[src/hdl/esc_pkg.sv]
// Shared types, constants and small helper functions for the epoch-seconds
// to calendar converter. No dependencies.
package esc_pkg;

   // Divisor selection for the shared constant divider
   localparam logic [1:0] DIV_SEL_DAY  = 2'd0;
   localparam logic [1:0] DIV_SEL_HOUR = 2'd1;
   localparam logic [1:0] DIV_SEL_MIN  = 2'd2;

   localparam logic [16:0] SECONDS_PER_DAY  = 17'd86400;
   localparam logic [16:0] SECONDS_PER_HOUR = 17'd3600;
   localparam logic [16:0] SECONDS_PER_MIN  = 17'd60;

   // Reciprocals for the odd factor of each divisor:
   // 86400 = 128 * 675, 3600 = 16 * 225, 60 = 4 * 15.
   // q = (x * RECIP) >> SHIFT is exact over the dividend width used.
   localparam logic [24:0] DAY_RECIP  = 25'd25451659;   // ceil(2^34 / 675)
   localparam logic [13:0] HOUR_RECIP = 14'd9321;       // ceil(2^21 / 225)
   localparam logic [10:0] MIN_RECIP  = 11'd1093;       // ceil(2^14 / 15)

   localparam logic [10:0] EPOCH_YEAR    = 11'd1970;
   localparam logic [1:0]  EPOCH_MOD4    = 2'd2;
   localparam logic [6:0]  EPOCH_MOD100  = 7'd70;
   localparam logic [8:0]  EPOCH_MOD400  = 9'd370;
   localparam logic [6:0]  LAST_MOD100   = 7'd99;
   localparam logic [8:0]  LAST_MOD400   = 9'd399;
   localparam logic [2:0]  EPOCH_WEEKDAY = 3'd4;   // 1970-01-01 was a Thursday
   localparam logic [8:0]  DAYS_COMMON   = 9'd365;
   localparam logic [8:0]  DAYS_LEAP     = 9'd366;
   localparam logic [3:0]  MONTH_FEB     = 4'd1;
   localparam logic [3:0]  MONTH_DEC     = 4'd11;
   localparam logic [2:0]  DAYS_PER_WEEK = 3'd7;

   typedef struct packed {
      logic       load;       // start a new item
      logic       div_en;     // one divider step
      logic [1:0] div_sel;
      logic       div_rem;    // multiply back and subtract; else store quotient
      logic       year_step;
      logic       month_step;
      logic       publish;    // load the output register
   } esc_cmd_type;

   typedef struct packed {
      logic year_fits;
      logic month_done;
   } esc_status_type;

   function automatic logic [4:0] month_days(input logic [3:0] mon, input logic leap);
      logic [4:0] len;
      case (mon)
         4'd0, 4'd2, 4'd4, 4'd6, 4'd7, 4'd9, 4'd11: len = 5'd31;
         4'd3, 4'd5, 4'd8, 4'd10:                    len = 5'd30;
         MONTH_FEB:                                  len = leap ? 5'd29 : 5'd28;
         default:                                    len = 5'd31;
      endcase
      return len;
   endfunction

   // Month length modulo 7: how far the weekday advances over the month
   function automatic logic [1:0] month_shift(input logic [3:0] mon, input logic leap);
      logic [1:0] sh;
      case (month_days(mon, leap))
         5'd31:   sh = 2'd3;
         5'd30:   sh = 2'd2;
         5'd29:   sh = 2'd1;
         default: sh = 2'd0;
      endcase
      return sh;
   endfunction

   function automatic logic [2:0] mod7_small(input logic [5:0] v);
      logic [5:0] r;
      r = v;
      for (int i = 0; i < 5; i++) begin
         if (r >= 6'(DAYS_PER_WEEK)) r = r - 6'(DAYS_PER_WEEK);
      end
      return r[2:0];
   endfunction

endpackage

[src/hdl/esc_datapath.sv]
// Datapath: constant dividers by reciprocal multiplication, year and month
// counting loops and the result register. Depends on esc_pkg.
module esc_datapath (
   input  logic                   clock,
   input  logic [30:0]            epoch_seconds,
   input  esc_pkg::esc_cmd_type   cmd,
   output esc_pkg::esc_status_type status,
   output logic [5:0]             second_of_minute,
   output logic [5:0]             minute_of_hour,
   output logic [4:0]             hour_of_day,
   output logic [2:0]             weekday,
   output logic [4:0]             day_of_month,
   output logic [3:0]             month_number,
   output logic [10:0]            year_number
);
   import esc_pkg::*;

   logic [30:0] rem_ff, rem_in;
   logic [14:0] days_ff, days_in;
   logic [4:0]  hour_ff, hour_in;
   logic [5:0]  min_ff, min_in;
   logic [5:0]  sec_ff, sec_in;
   logic [2:0]  wd_ff, wd_in;
   logic [10:0] year_ff, year_in;
   logic [1:0]  mod4_ff, mod4_in;
   logic [6:0]  mod100_ff, mod100_in;
   logic [8:0]  mod400_ff, mod400_in;
   logic [3:0]  mon_ff, mon_in;

   logic [5:0]  out_sec_ff, out_min_ff;
   logic [4:0]  out_hour_ff, out_day_ff;
   logic [2:0]  out_wd_ff;
   logic [3:0]  out_mon_ff;
   logic [10:0] out_year_ff;

   logic [48:0] day_prod;
   logic [26:0] hour_prod;
   logic [20:0] min_prod;
   logic [30:0] back_prod;
   logic        leap;
   logic [8:0]  year_len;
   logic [4:0]  mlen;
   logic [3:0]  wd_sum;

   always_comb begin
      // Quotients: strip the power-of-two factor, then multiply by the reciprocal
      day_prod  = 49'(rem_ff[30:7]) * 49'(DAY_RECIP);
      hour_prod = 27'(rem_ff[16:4]) * 27'(HOUR_RECIP);
      min_prod  = 21'(rem_ff[11:2]) * 21'(MIN_RECIP);

      case (cmd.div_sel)
         DIV_SEL_DAY:  back_prod = 31'(days_ff) * 31'(SECONDS_PER_DAY);
         DIV_SEL_HOUR: back_prod = 31'(hour_ff) * 31'(SECONDS_PER_HOUR);
         default:      back_prod = 31'(min_ff) * 31'(SECONDS_PER_MIN);
      endcase

      leap     = ((mod4_ff == 2'd0) && (mod100_ff != 7'd0)) || (mod400_ff == 9'd0);
      year_len = leap ? DAYS_LEAP : DAYS_COMMON;
      mlen     = month_days(mon_ff, leap);

      status.year_fits  = days_ff < 15'(year_len);
      status.month_done = (days_ff < 15'(mlen)) || (mon_ff == MONTH_DEC);
   end

   always_comb begin
      rem_in    = rem_ff;
      days_in   = days_ff;
      hour_in   = hour_ff;
      min_in    = min_ff;
      sec_in    = sec_ff;
      wd_in     = wd_ff;
      year_in   = year_ff;
      mod4_in   = mod4_ff;
      mod100_in = mod100_ff;
      mod400_in = mod400_ff;
      mon_in    = mon_ff;
      wd_sum    = 4'd0;

      if (cmd.load) begin
         rem_in    = epoch_seconds;
         wd_in     = EPOCH_WEEKDAY;
         year_in   = EPOCH_YEAR;
         mod4_in   = EPOCH_MOD4;
         mod100_in = EPOCH_MOD100;
         mod400_in = EPOCH_MOD400;
         mon_in    = '0;
      end else if (cmd.div_en) begin
         if (!cmd.div_rem) begin
            case (cmd.div_sel)
               DIV_SEL_DAY:  days_in = day_prod[48:34];
               DIV_SEL_HOUR: hour_in = hour_prod[25:21];
               default:      min_in  = min_prod[19:14];
            endcase
         end else begin
            rem_in = rem_ff - back_prod;
            if (cmd.div_sel == DIV_SEL_MIN) sec_in = rem_in[5:0];
         end
      end else if (cmd.year_step && !status.year_fits) begin
         days_in   = days_ff - 15'(year_len);
         year_in   = year_ff + 11'd1;
         mod4_in   = mod4_ff + 2'd1;
         mod100_in = (mod100_ff == LAST_MOD100) ? 7'd0 : mod100_ff + 7'd1;
         mod400_in = (mod400_ff == LAST_MOD400) ? 9'd0 : mod400_ff + 9'd1;
         wd_sum    = {1'b0, wd_ff} + (leap ? 4'd2 : 4'd1);
         wd_in     = (wd_sum >= 4'(DAYS_PER_WEEK)) ? 3'(wd_sum - 4'(DAYS_PER_WEEK))
                                                   : wd_sum[2:0];
      end else if (cmd.month_step && !status.month_done) begin
         days_in = days_ff - 15'(mlen);
         mon_in  = mon_ff + 4'd1;
         wd_sum  = {1'b0, wd_ff} + {2'b00, month_shift(mon_ff, leap)};
         wd_in   = (wd_sum >= 4'(DAYS_PER_WEEK)) ? 3'(wd_sum - 4'(DAYS_PER_WEEK))
                                                 : wd_sum[2:0];
      end
   end

   always_ff @(posedge clock) begin
      rem_ff    <= rem_in;
      days_ff   <= days_in;
      hour_ff   <= hour_in;
      min_ff    <= min_in;
      sec_ff    <= sec_in;
      wd_ff     <= wd_in;
      year_ff   <= year_in;
      mod4_ff   <= mod4_in;
      mod100_ff <= mod100_in;
      mod400_ff <= mod400_in;
      mon_ff    <= mon_in;
   end

   // Result register: holds while the next item is being worked on
   always_ff @(posedge clock) begin
      if (cmd.publish) begin
         out_sec_ff  <= sec_ff;
         out_min_ff  <= min_ff;
         out_hour_ff <= hour_ff;
         out_wd_ff   <= mod7_small({3'b000, wd_ff} + {1'b0, days_ff[4:0]});
         out_day_ff  <= days_ff[4:0] + 5'd1;
         out_mon_ff  <= mon_ff + 4'd1;
         out_year_ff <= year_ff;
      end
   end

   assign second_of_minute = out_sec_ff;
   assign minute_of_hour   = out_min_ff;
   assign hour_of_day      = out_hour_ff;
   assign weekday          = out_wd_ff;
   assign day_of_month     = out_day_ff;
   assign month_number     = out_mon_ff;
   assign year_number      = out_year_ff;

endmodule

[src/hdl/esc_ctrl.sv]
// Controller: sequences the division steps, year and month loops, and owns
// the input and result handshakes. Depends on esc_pkg.
module esc_ctrl (
   input  logic                   clock,
   input  logic                   reset,
   input  logic                   req_tvalid,
   output logic                   req_tready,
   output logic                   rsp_tvalid,
   input  logic                   rsp_tready,
   input  esc_pkg::esc_status_type status,
   output esc_pkg::esc_cmd_type   cmd
);
   import esc_pkg::*;

   localparam logic [2:0] ST_IDLE   = 3'd0;
   localparam logic [2:0] ST_DIVDAY = 3'd1;
   localparam logic [2:0] ST_DIVHR  = 3'd2;
   localparam logic [2:0] ST_DIVMIN = 3'd3;
   localparam logic [2:0] ST_YEAR   = 3'd4;
   localparam logic [2:0] ST_MONTH  = 3'd5;
   localparam logic [2:0] ST_FINISH = 3'd6;

   logic [2:0] state_ff, state_in;
   logic       phase_ff, phase_in;
   logic       valid_ff, valid_in;

   assign req_tready = (state_ff == ST_IDLE);
   assign rsp_tvalid = valid_ff;

   always_comb begin
      state_in = state_ff;
      phase_in = phase_ff;
      valid_in = valid_ff && !rsp_tready;
      cmd      = '0;

      unique case (state_ff)
         ST_IDLE: begin
            if (req_tvalid) begin
               cmd.load = 1'b1;
               phase_in = 1'b0;
               state_in = ST_DIVDAY;
            end
         end
         ST_DIVDAY, ST_DIVHR, ST_DIVMIN: begin
            // quotient step first, then the remainder step
            cmd.div_en  = 1'b1;
            cmd.div_sel = (state_ff == ST_DIVDAY) ? DIV_SEL_DAY :
                          (state_ff == ST_DIVHR)  ? DIV_SEL_HOUR : DIV_SEL_MIN;
            cmd.div_rem = phase_ff;
            phase_in    = !phase_ff;
            if (phase_ff) begin
               if (state_ff == ST_DIVDAY) begin
                  state_in = ST_DIVHR;
               end else if (state_ff == ST_DIVHR) begin
                  state_in = ST_DIVMIN;
               end else begin
                  state_in = ST_YEAR;
               end
            end
         end
         ST_YEAR: begin
            cmd.year_step = 1'b1;
            if (status.year_fits) state_in = ST_MONTH;
         end
         ST_MONTH: begin
            cmd.month_step = 1'b1;
            if (status.month_done) state_in = ST_FINISH;
         end
         ST_FINISH: begin
            // wait until the result register is free
            if (!valid_ff || rsp_tready) begin
               cmd.publish = 1'b1;
               valid_in    = 1'b1;
               state_in    = ST_IDLE;
            end
         end
         default: state_in = ST_IDLE;
      endcase
   end

   always_ff @(posedge clock) begin
      if (reset) begin
         state_ff <= ST_IDLE;
         phase_ff <= 1'b0;
         valid_ff <= 1'b0;
      end else begin
         state_ff <= state_in;
         phase_ff <= phase_in;
         valid_ff <= valid_in;
      end
   end

   ctrl_publish_frees : assert property (@(posedge clock) disable iff (reset)
      cmd.publish |-> (!valid_ff || rsp_tready))
      else $error("result overwritten before transfer");

   ctrl_div_exclusive : assert property (@(posedge clock) disable iff (reset)
      cmd.div_en |-> !(cmd.load || cmd.year_step || cmd.month_step || cmd.publish))
      else $error("divider step overlaps another command");

   ctrl_load_only_idle : assert property (@(posedge clock) disable iff (reset)
      cmd.load |=> (state_ff == ST_DIVDAY) && !phase_ff)
      else $error("load did not start the day division");

endmodule

[src/hdl/epoch_seconds_to_calendar_unit.sv]
// Top level of the epoch-seconds to calendar converter: joins the controller
// and the datapath. Depends on esc_pkg, esc_ctrl and esc_datapath.
//
// Converts a 31-bit count of seconds since 1970-01-01 00:00:00 into second,
// minute, hour, weekday (0 = Sunday), day of month, month and year. One item
// is worked on at a time: an accept step, constant division for days, hours
// and minutes in turn (a reciprocal multiply for the quotient and a
// multiply-subtract for the remainder), a year loop that takes off one year
// length per elapsed year, a month loop that does the same for the months of
// the final year, and a publish step; the year loop sets most of the time
// per item. A finished result sits in an output register, so the next item
// may be accepted while it waits; the publish of that next item holds until
// the waiting result has been taken.
module epoch_seconds_to_calendar_unit (
   input  logic        clock,
   input  logic        reset,
   input  logic        req_tvalid,
   output logic        req_tready,
   input  logic [31:0] req_tdata,   // [30:0] epoch_seconds, [31] zero fill
   output logic        rsp_tvalid,
   input  logic        rsp_tready,
   // [5:0] second_of_minute, [11:6] minute_of_hour, [16:12] hour_of_day,
   // [19:17] weekday, [24:20] day_of_month, [28:25] month_number,
   // [39:29] year_number
   output logic [39:0] rsp_tdata
);
   import esc_pkg::*;

   esc_cmd_type    cmd;
   esc_status_type status;
   logic [5:0]     second_of_minute, minute_of_hour;
   logic [4:0]     hour_of_day, day_of_month;
   logic [2:0]     weekday;
   logic [3:0]     month_number;
   logic [10:0]    year_number;

   esc_ctrl u_ctrl (
      .clock      (clock),
      .reset      (reset),
      .req_tvalid (req_tvalid),
      .req_tready (req_tready),
      .rsp_tvalid (rsp_tvalid),
      .rsp_tready (rsp_tready),
      .status     (status),
      .cmd        (cmd)
   );

   esc_datapath u_datapath (
      .clock            (clock),
      .epoch_seconds    (req_tdata[30:0]),
      .cmd              (cmd),
      .status           (status),
      .second_of_minute (second_of_minute),
      .minute_of_hour   (minute_of_hour),
      .hour_of_day      (hour_of_day),
      .weekday          (weekday),
      .day_of_month     (day_of_month),
      .month_number     (month_number),
      .year_number      (year_number)
   );

   assign rsp_tdata = {year_number, month_number, day_of_month, weekday,
                       hour_of_day, minute_of_hour, second_of_minute};

   top_month_range : assert property (@(posedge clock) disable iff (reset)
      rsp_tvalid |-> (month_number != 4'd0) && (month_number <= 4'd12))
      else $error("month out of range");

   top_day_range : assert property (@(posedge clock) disable iff (reset)
      rsp_tvalid |-> (day_of_month != 5'd0))
      else $error("day of month is zero");

   top_time_range : assert property (@(posedge clock) disable iff (reset)
      rsp_tvalid |-> (hour_of_day < 5'd24) && (minute_of_hour < 6'd60)
                     && (second_of_minute < 6'd60) && (weekday < 3'd7))
      else $error("time of day or weekday out of range");

endmodule

[config.mk]
export PLATFORM = sky130hd
export DESIGN_NAME = epoch_seconds_to_calendar_unit
export DESIGN_NICKNAME = d
export VERILOG_FILES = /design/src/hdl/esc_pkg.sv /design/src/hdl/esc_datapath.sv /design/src/hdl/esc_ctrl.sv /design/src/hdl/epoch_seconds_to_calendar_unit.sv
export SDC_FILE = /design/constraint.sdc
export NUM_CORES = 1
export LEC_CHECK = 0
export BUFFER_PORTS_ARGS = -buffer_cell sky130_fd_sc_hd__clkbuf_2
export CORE_MARGIN = 5
export CORE_UTILIZATION = 50
export CTS_CLUSTER_SIZE = 20
export DETAILED_ROUTE_END_ITERATION = 10
export GPL_ROUTABILITY_DRIVEN = 1
export PLACE_DENSITY = 0.69
export SETUP_SLACK_MARGIN = 0.4
export SLEW_MARGIN = 25
export SYNTH_ARGS = -nofsm -noshare
export SYNTH_HDL_FRONTEND = slang
export SYNTH_SLANG_ARGS = --single-unit
[constraint.sdc]
create_clock -name clock -period 7.5 [get_ports clock]
set_clock_uncertainty 0.05 [all_clocks]
set_input_delay 0.375 -clock clock [delete_from_list [all_inputs] [get_ports clock]]
set_output_delay 0.375 -clock clock [all_outputs]
set_load 0.02 [all_outputs]
==> results of run 1 <==
logic make-up after synthesis:
kind of cell / Yosys count
buffers and inverters: 509
multiplexers: 22
flip-flops: 144
AO/OA/AOI/OAI: 386
XOR/XNOR: 125
adder cells (fa/ha/maj): 807
AND/OR/NAND/NOR: 425
flip-flops by register name (all words and copies together) (netlist names), 5 cells and up:
| signal | cells |
|---|---|
| u_datapath.mod400_ff | 9 |
| u_datapath.day_of_month | 5 |
| u_datapath.days_ff | 15 |
| u_datapath.hour_of_day | 5 |
| u_datapath.sec_ff | 6 |
| u_datapath.rem_ff | 31 |
| u_datapath.second_of_minute | 6 |
| u_datapath.min_ff | 6 |
| u_datapath.hour_ff | 5 |
| u_datapath.year_ff | 11 |
| u_datapath.mod100_ff | 7 |
| u_datapath.year_number | 11 |
| u_datapath.minute_of_hour | 6 |
per-stage QoR:
| stage | std cells | instance area, um^2 | util, % |
|---|---|---|---|
| 4_1_cts | 3156 | 25820 | 54.41 |
| 3_3_place_gp | 3120 | 25160 | 53.04 |
| 5_1_grt | 3195 | 26290 | 55.41 |
| 6_report | 3195 | 26290 | 55.41 |
| 2_1_floorplan | 2418 | 23800 | - |
| 3_5_place_dp | 3120 | 25160 | 53.04 |
layout by cell type (no fill, tap or decap), types with 14 or more instances in the layout:
master     instances
edfxtp_1         103
xor2_1            49
a31oi_1           14
nor3_1            24
a21o_1            54
fa_1             249
nand4_1           18
clkbuf_2          76
and3_1            26
xnor2_1           75
a21oi_1          110
ha_1             547
nor2_1           112
nand2_1          130
inv_1            470
clkbuf_16         17
nand2b_1          14
nand3_1           27
dfxtp_1           41
buf_4             82
o21ai_0           73
final cells by class:
cell class | count | area [um^2] | share of cell area, %
Tap cell | 615 | 769.5 | 2.927
Clock buffer | 17 | 425.4 | 1.618
Clock inverter | 15 | 195.2 | 0.7424
Inverter | 475 | 1783 | 6.782
Multi-Input combinational cell | 1765 | 18140 | 68.99
Timing Repair Buffer | 164 | 1066 | 4.055
Sequential cell | 144 | 3914 | 14.89
per-layer routing:
metal  wire, um  vias up  track usage (%)
met4       1109        0            4.821
li1           -     8478                -
met3       2523       74            2.649
met5          0        -                0
met2      28490      380            38.87
met1      25370     8625            28.70
timing repair:
action,4_1_cts,5_1_grt
pin swaps,1,28
cloned,0,0
setup buffers,4,39
hold buffers,0,0
endpoints found under the setup margin,6,16
resized for setup,1,39
worst max path at each step:
stage / endpoint / slack [ps] / depth (start not counted)
after floorplan: u_datapath.days_ff[12] / 790 / 21
after global placement: u_datapath.days_ff[12] / 370 / 22
after detailed placement: u_datapath.days_ff[12] / 220 / 22
after CTS: u_datapath.days_ff[12] / 400 / 22
after global routing: u_datapath.rem_ff[29] / 300 / 26
final: u_datapath.days_ff[12] / 520 / 22
==> results.cfg, run 1 <==
[yosys]
synth_cell_types = 88
yosysMostFrequentCell = ha_1
synthArstFlopShare_pct = 0
synth_ff_type = edfxtp_1
yosysWarnings = 0
ys_seq_area_share_pct = 16.44
post-synth-top-area-cell = ha_1
synth_top_area_share_pct = 29.12
synth.area.top_cells = ha_1, fa_1, edfxtp_1
synth-seq-cells = 144
synthesis.area_per_instance_um2 = 9.843
synthAdderAreaFrac_pct = 50.40
synthesis.area_mm2 = 0.02380
synth-xor-area-share_pct = 4.600
synth.mux.area_fraction_pct = 1.030
synth_top_family_by_area = adder cells
synthCells = 2418
synth_compound_area_share_pct = 10.87
synth.top_cells.by_count = ha_1, inv_1, fa_1
synth-simple-area-share_pct = 8.585
syn_nets = 3261
synth-edff-count = 103

[worst_setup_path]
reg2reg_slack_ps = 520
crit_required_ps = 7640
rr_endpoint = u_datapath.days_ff[12]
cp_cell_sequence = ha_1 > fa_1 > inv_1 > fa_1 > inv_1 > fa_1 > inv_1 > fa_1 > inv_1 > fa_1 > fa_1 > ha_1 > a21o_1 > a21o_1 > a311o_1 > a21oi_2 > buf_4 > nor3_2 > o311ai_2 > nand2b_1 > or4_4 > a32o_1
cpPeakStageDelay_ps = 540
cp_slowest_cell = edfxtp_1
crit_fanout = 6
cp-startpoint = u_datapath.rem_ff[15]
r2r.worst_path.cells = 22
critPathTopFamily = adder cells
critPathKind = flop to flop
r2r-start = u_datapath.rem_ff[15]
critPathLaunchType = flop
crit_top_cell = fa_1
cp_num_buf_inv = 5
cp.arrival_ps = 7120
critPathCaptureType = flop

[global_route]
antenna_found_initial = 0
grt_max_degree = 48
overflow = 0
grt_pass1_wl_um = 92900
grt_pass1_vias = 18320
track_usage_pct = 21.84

[place]
hpwl_um = 47900
place_congestion = 0.9511
pre_cts_ws_ps = 223.8
portBuffers = 76

[route]
viasPerCell = 5.495
routed_wire_length_per_instance_um = 17.99
num_vias = 17557
ant_nets = 0
first_pass_iters = 5
drt-initial-drc-count = 943
finalWirelength_um = 57490
drc = 0

[flow_run]
max-cap-violations = 0

[die]
core_region_area_mm2 = 0.04745
initial_utilization_pct = 50.16
die_area_mm2 = 0.05206
io-pin-count = 78
die_h_um = 228.2
rows = 80
chipWidth_um = 228.2

[sta]
setup_viol = 0
fmax_mhz = 143.3
whs_ps = 120.0
grt_setup_unrepaired = yes
setup_tns_ps = 0
finalHoldViolations = 0
fin_crit_sh_pct = 93.03
drv_slew = 0
slew_headroom_pct = 45.16
period_minus_slack_ps = 6978
worstMarginPinSlew_ps = 818.8
layout_setup_ws_ps = 522.5

[clocking]
cts_tree = done
cts.sinks = 144
cts_buffers = 17
clk_latency_ps = 440
clk_pin_slew_ps = 70
clock-root-buffer = clkbuf_16
htree_levels = 4
ctsLongestPathBuffers = 2

[outcome]
outcome = complete, no violations

[final_layout]
drive_above_1_share_pct = 10.85
n_antenna_cell = 0
nets = 3410
area_delta_synth_final_pct = 10.46
fillCellCount = 4145

[hold_path]
holdPathStages = 2
hold_class = input pin to flop
hold_start = reset
hold_end = u_ctrl.state_ff[0]
Power of run 1 is not shown: default switching activity piles up to over one toggle a cycle in this logic, so the estimate is an artifact.
==> run 2, diff against run 1 <==
--- a/config.mk
+++ b/config.mk
@@ -5,6 +5,7 @@
 export SDC_FILE = /design/constraint.sdc
 export NUM_CORES = 1
 export LEC_CHECK = 0
+export ABC_AREA = 1
 export BUFFER_PORTS_ARGS = -buffer_cell sky130_fd_sc_hd__clkbuf_2
 export CORE_MARGIN = 5
 export CORE_UTILIZATION = 50
==> run 2 against run 1 <==
Sequential cell count did not move. Final area hardly changed. Non-clock buffer count fell by 39. Largest cell class unchanged. Worst hold slack got worse by 14 ps. Wire length up 6.0%. Synthesized area increased by 2.0%. Register-to-register slack gained 180 ps. Setup slack improved by 180 ps. Sequential share of layout area is essentially flat. Utilization shrank 0.43 points. Critical path type unchanged. First-iteration DRC count is 27% higher.
==> results.cfg, run 2 <==
[global_route]
grt_pass1_wl_um = 97790
antenna_found_initial = 0
overflow = 0
track_usage_pct = 22.82
grt_max_degree = 51
grt_pass1_vias = 19073

[sta]
setup_viol = 0
grt_setup_unrepaired = yes
setup_tns_ps = 0
fmax_mhz = 147.1
worstMarginPinSlew_ps = 924.7
fin_crit_sh_pct = 90.65
drv_slew = 0
finalHoldViolations = 0
slew_headroom_pct = 38.35
period_minus_slack_ps = 6799

[clocking]
htree_levels = 4
ctsLongestPathBuffers = 2
cts_hold_buf = 0
cts_tree = done
clock-root-buffer = clkbuf_16
cts_buffers = 17
cts.sinks = 144
clk_latency_ps = 440
clk_pin_slew_ps = 70

[yosys]
synth_top_family_by_area = adder cells
synthesis.area_mm2 = 0.02428
yosysWarnings = 0
synth_cell_types = 59
synth.top_cells.by_count = inv_1, ha_1, nand2_1
synth-xor-area-share_pct = 2.164
post-synth-top-area-cell = ha_1
yosysMostFrequentCell = inv_1
synth-simple-area-share_pct = 13.36
synth_ff_type = edfxtp_1
synth.area.top_cells = ha_1, fa_1, edfxtp_1
synthArstFlopShare_pct = 0
synthAdderAreaFrac_pct = 49.40
synth.mux.area_fraction_pct = 0.04638
syn_nets = 3602
synthCells = 2759
ys_seq_area_share_pct = 16.12
synth-edff-count = 103
synthesis.area_per_instance_um2 = 8.801
synth-seq-cells = 144
synth_compound_area_share_pct = 9.378
synth_top_area_share_pct = 28.55

[final_layout]
drive_above_1_share_pct = 8.529
regArea_mm2 = 0.003914
fillCellCount = 4252
area_delta_synth_final_pct = 8.327
design_area_mm2 = 0.02630
nets = 3726
layout_commonest_cell = inv_1
multi_input_area_mm2 = 0.01807
n_antenna_cell = 0
top_regs = u_datapath.rem_ff x31, u_datapath.days_ff x15
most-common-layout-cells = inv_1, ha_1, nand2_1, fa_1, a21oi_1
largest_reg_flops = 31
top_register = u_datapath.rem_ff
fin_util_pct = 54.98

[place]
portBuffers = 76
hpwl_um = 52130
place_area_mm2 = 0.02559
place_congestion = 0.9257

[die]
die_area_mm2 = 0.05307
die_h_um = 230.4
core_region_area_mm2 = 0.04785
io-pin-count = 78
chipWidth_um = 230.4
initial_utilization_pct = 50.75
rows = 80

[route]
drc = 0
ant_nets = 0
finalWirelength_um = 60940
num_vias = 18993
first_pass_iters = 6
viasPerCell = 5.410
routed_wire_length_per_instance_um = 17.36
drt-initial-drc-count = 1195

[worst_setup_path]
cp_num_buf_inv = 2
cp_slowest_cell = edfxtp_1
critPathLaunchType = flop
cp_cell_sequence = fa_1 > ha_1 > inv_1 > fa_1 > inv_1 > fa_1 > fa_1 > fa_1 > fa_1 > ha_1 > nand2_1 > nor2_1 > nand4_1 > nor2_1 > nand4_1 > o2111ai_1 > a21o_1 > a21oi_1 > o21ai_0 > o21ai_0
crit_fanout = 10
cp.arrival_ps = 6910
crit_required_ps = 7610
critPathCaptureType = flop
critPathKind = flop to flop
crit_top_cell = fa_1
cpPeakStageDelay_ps = 750
critPathTopFamily = adder cells

[outcome]
outcome = complete, no violations

[hold_path]
hold_class = input pin to flop

[flow_run]
max-cap-violations = 0
==> run 2: changes by cell type in the layout (fill, tap and decap cells not counted), moves of 14 or more <==
| cell | delta |
|---|---|
| and3_1 | -24 |
| a21o_1 | -44 |
| xnor2_1 | -56 |
| a21oi_1 | +67 |
| nand2_1 | +243 |
| buf_4 | -34 |
| or2_2 | +22 |
| inv_1 | +109 |
| nand2_2 | +16 |
| o21ai_0 | +68 |
| nand2b_1 | -14 |
| nand3_1 | +63 |
==> run 2: cell families (layout without fill, tap and decap cells) <==
family,Yosys count,count (layout)
adder cells (fa/ha/maj),807,807
buffers and inverters,615,752
flip-flops,144,144
XOR/XNOR,60,60
AO/OA/AOI/OAI,409,409
AND/OR/NAND/NOR,723,723
multiplexers,1,1
==> run 2: layout make-up <==
| type | instances | area share, % |
|---|---|---|
| Inverter | 595 | 8.510 |
| Clock inverter | 15 | 0.4757 |
| Multi-Input combinational cell | 2000 | 68.70 |
| Sequential cell | 144 | 14.88 |
| Tap cell | 615 | 2.925 |
| Timing Repair Buffer | 125 | 2.892 |
| Clock buffer | 17 | 1.617 |
==> run 2: through the flow <==
| step | hold slack, ps | instances | setup WS [ps] |
|---|---|---|---|
| after floorplan | 350.3 | 2759 | 1434 |
| after global placement | 350.4 | 3460 | 651.0 |
| after CTS | 84.04 | 3492 | 621.0 |
| after detailed placement | 355.2 | 3460 | 674.9 |
| after global routing | 97.11 | 3511 | 380.0 |
| final | 105.6 | 3511 | 701.2 |
==> run 2: layer usage <==
layer | global-route usage (%) | wire, um | up-vias
met5 | 0 | 0 | -
met4 | 7.286 | 1933 | 0
met3 | 3.060 | 3159 | 82
met2 | 37.88 | 28660 | 448
met1 | 31.15 | 27190 | 9147
li1 | - | - | 9316
==> run 2: worst register-to-register path, cell delays in order, from the launching register on <==
cell	delay, ps
edfxtp_1	750
fa_1	530
ha_1	290
inv_1	50
fa_1	470
inv_1	60
fa_1	500
fa_1	510
fa_1	520
fa_1	550
ha_1	350
nand2_1	70
nor2_1	220
nand4_1	130
nor2_1	230
nand4_1	230
o2111ai_1	360
a21o_1	210
a21oi_1	50
o21ai_0	220
o21ai_0	180
==> run 2: worst paths after layout <==
path	start	endpoint	slack, ps	depth (start not counted)
setup / recovery	u_datapath.rem_ff[23]	u_datapath.days_ff[10]	700	20
hold / removal	reset	u_ctrl.rsp_tvalid	110	2
setup reg to reg	u_datapath.rem_ff[23]	u_datapath.days_ff[10]	700	20
hold reg to reg	u_datapath.rem_ff[1]	u_datapath.sec_ff[1]	380	0
==> run 2: timing repair <==
item	in CTS	in global routing
setup buffers	0	18
setup endpoints to repair	0	7
resized for setup	0	3
Power of run 2 is left out for the same reason.
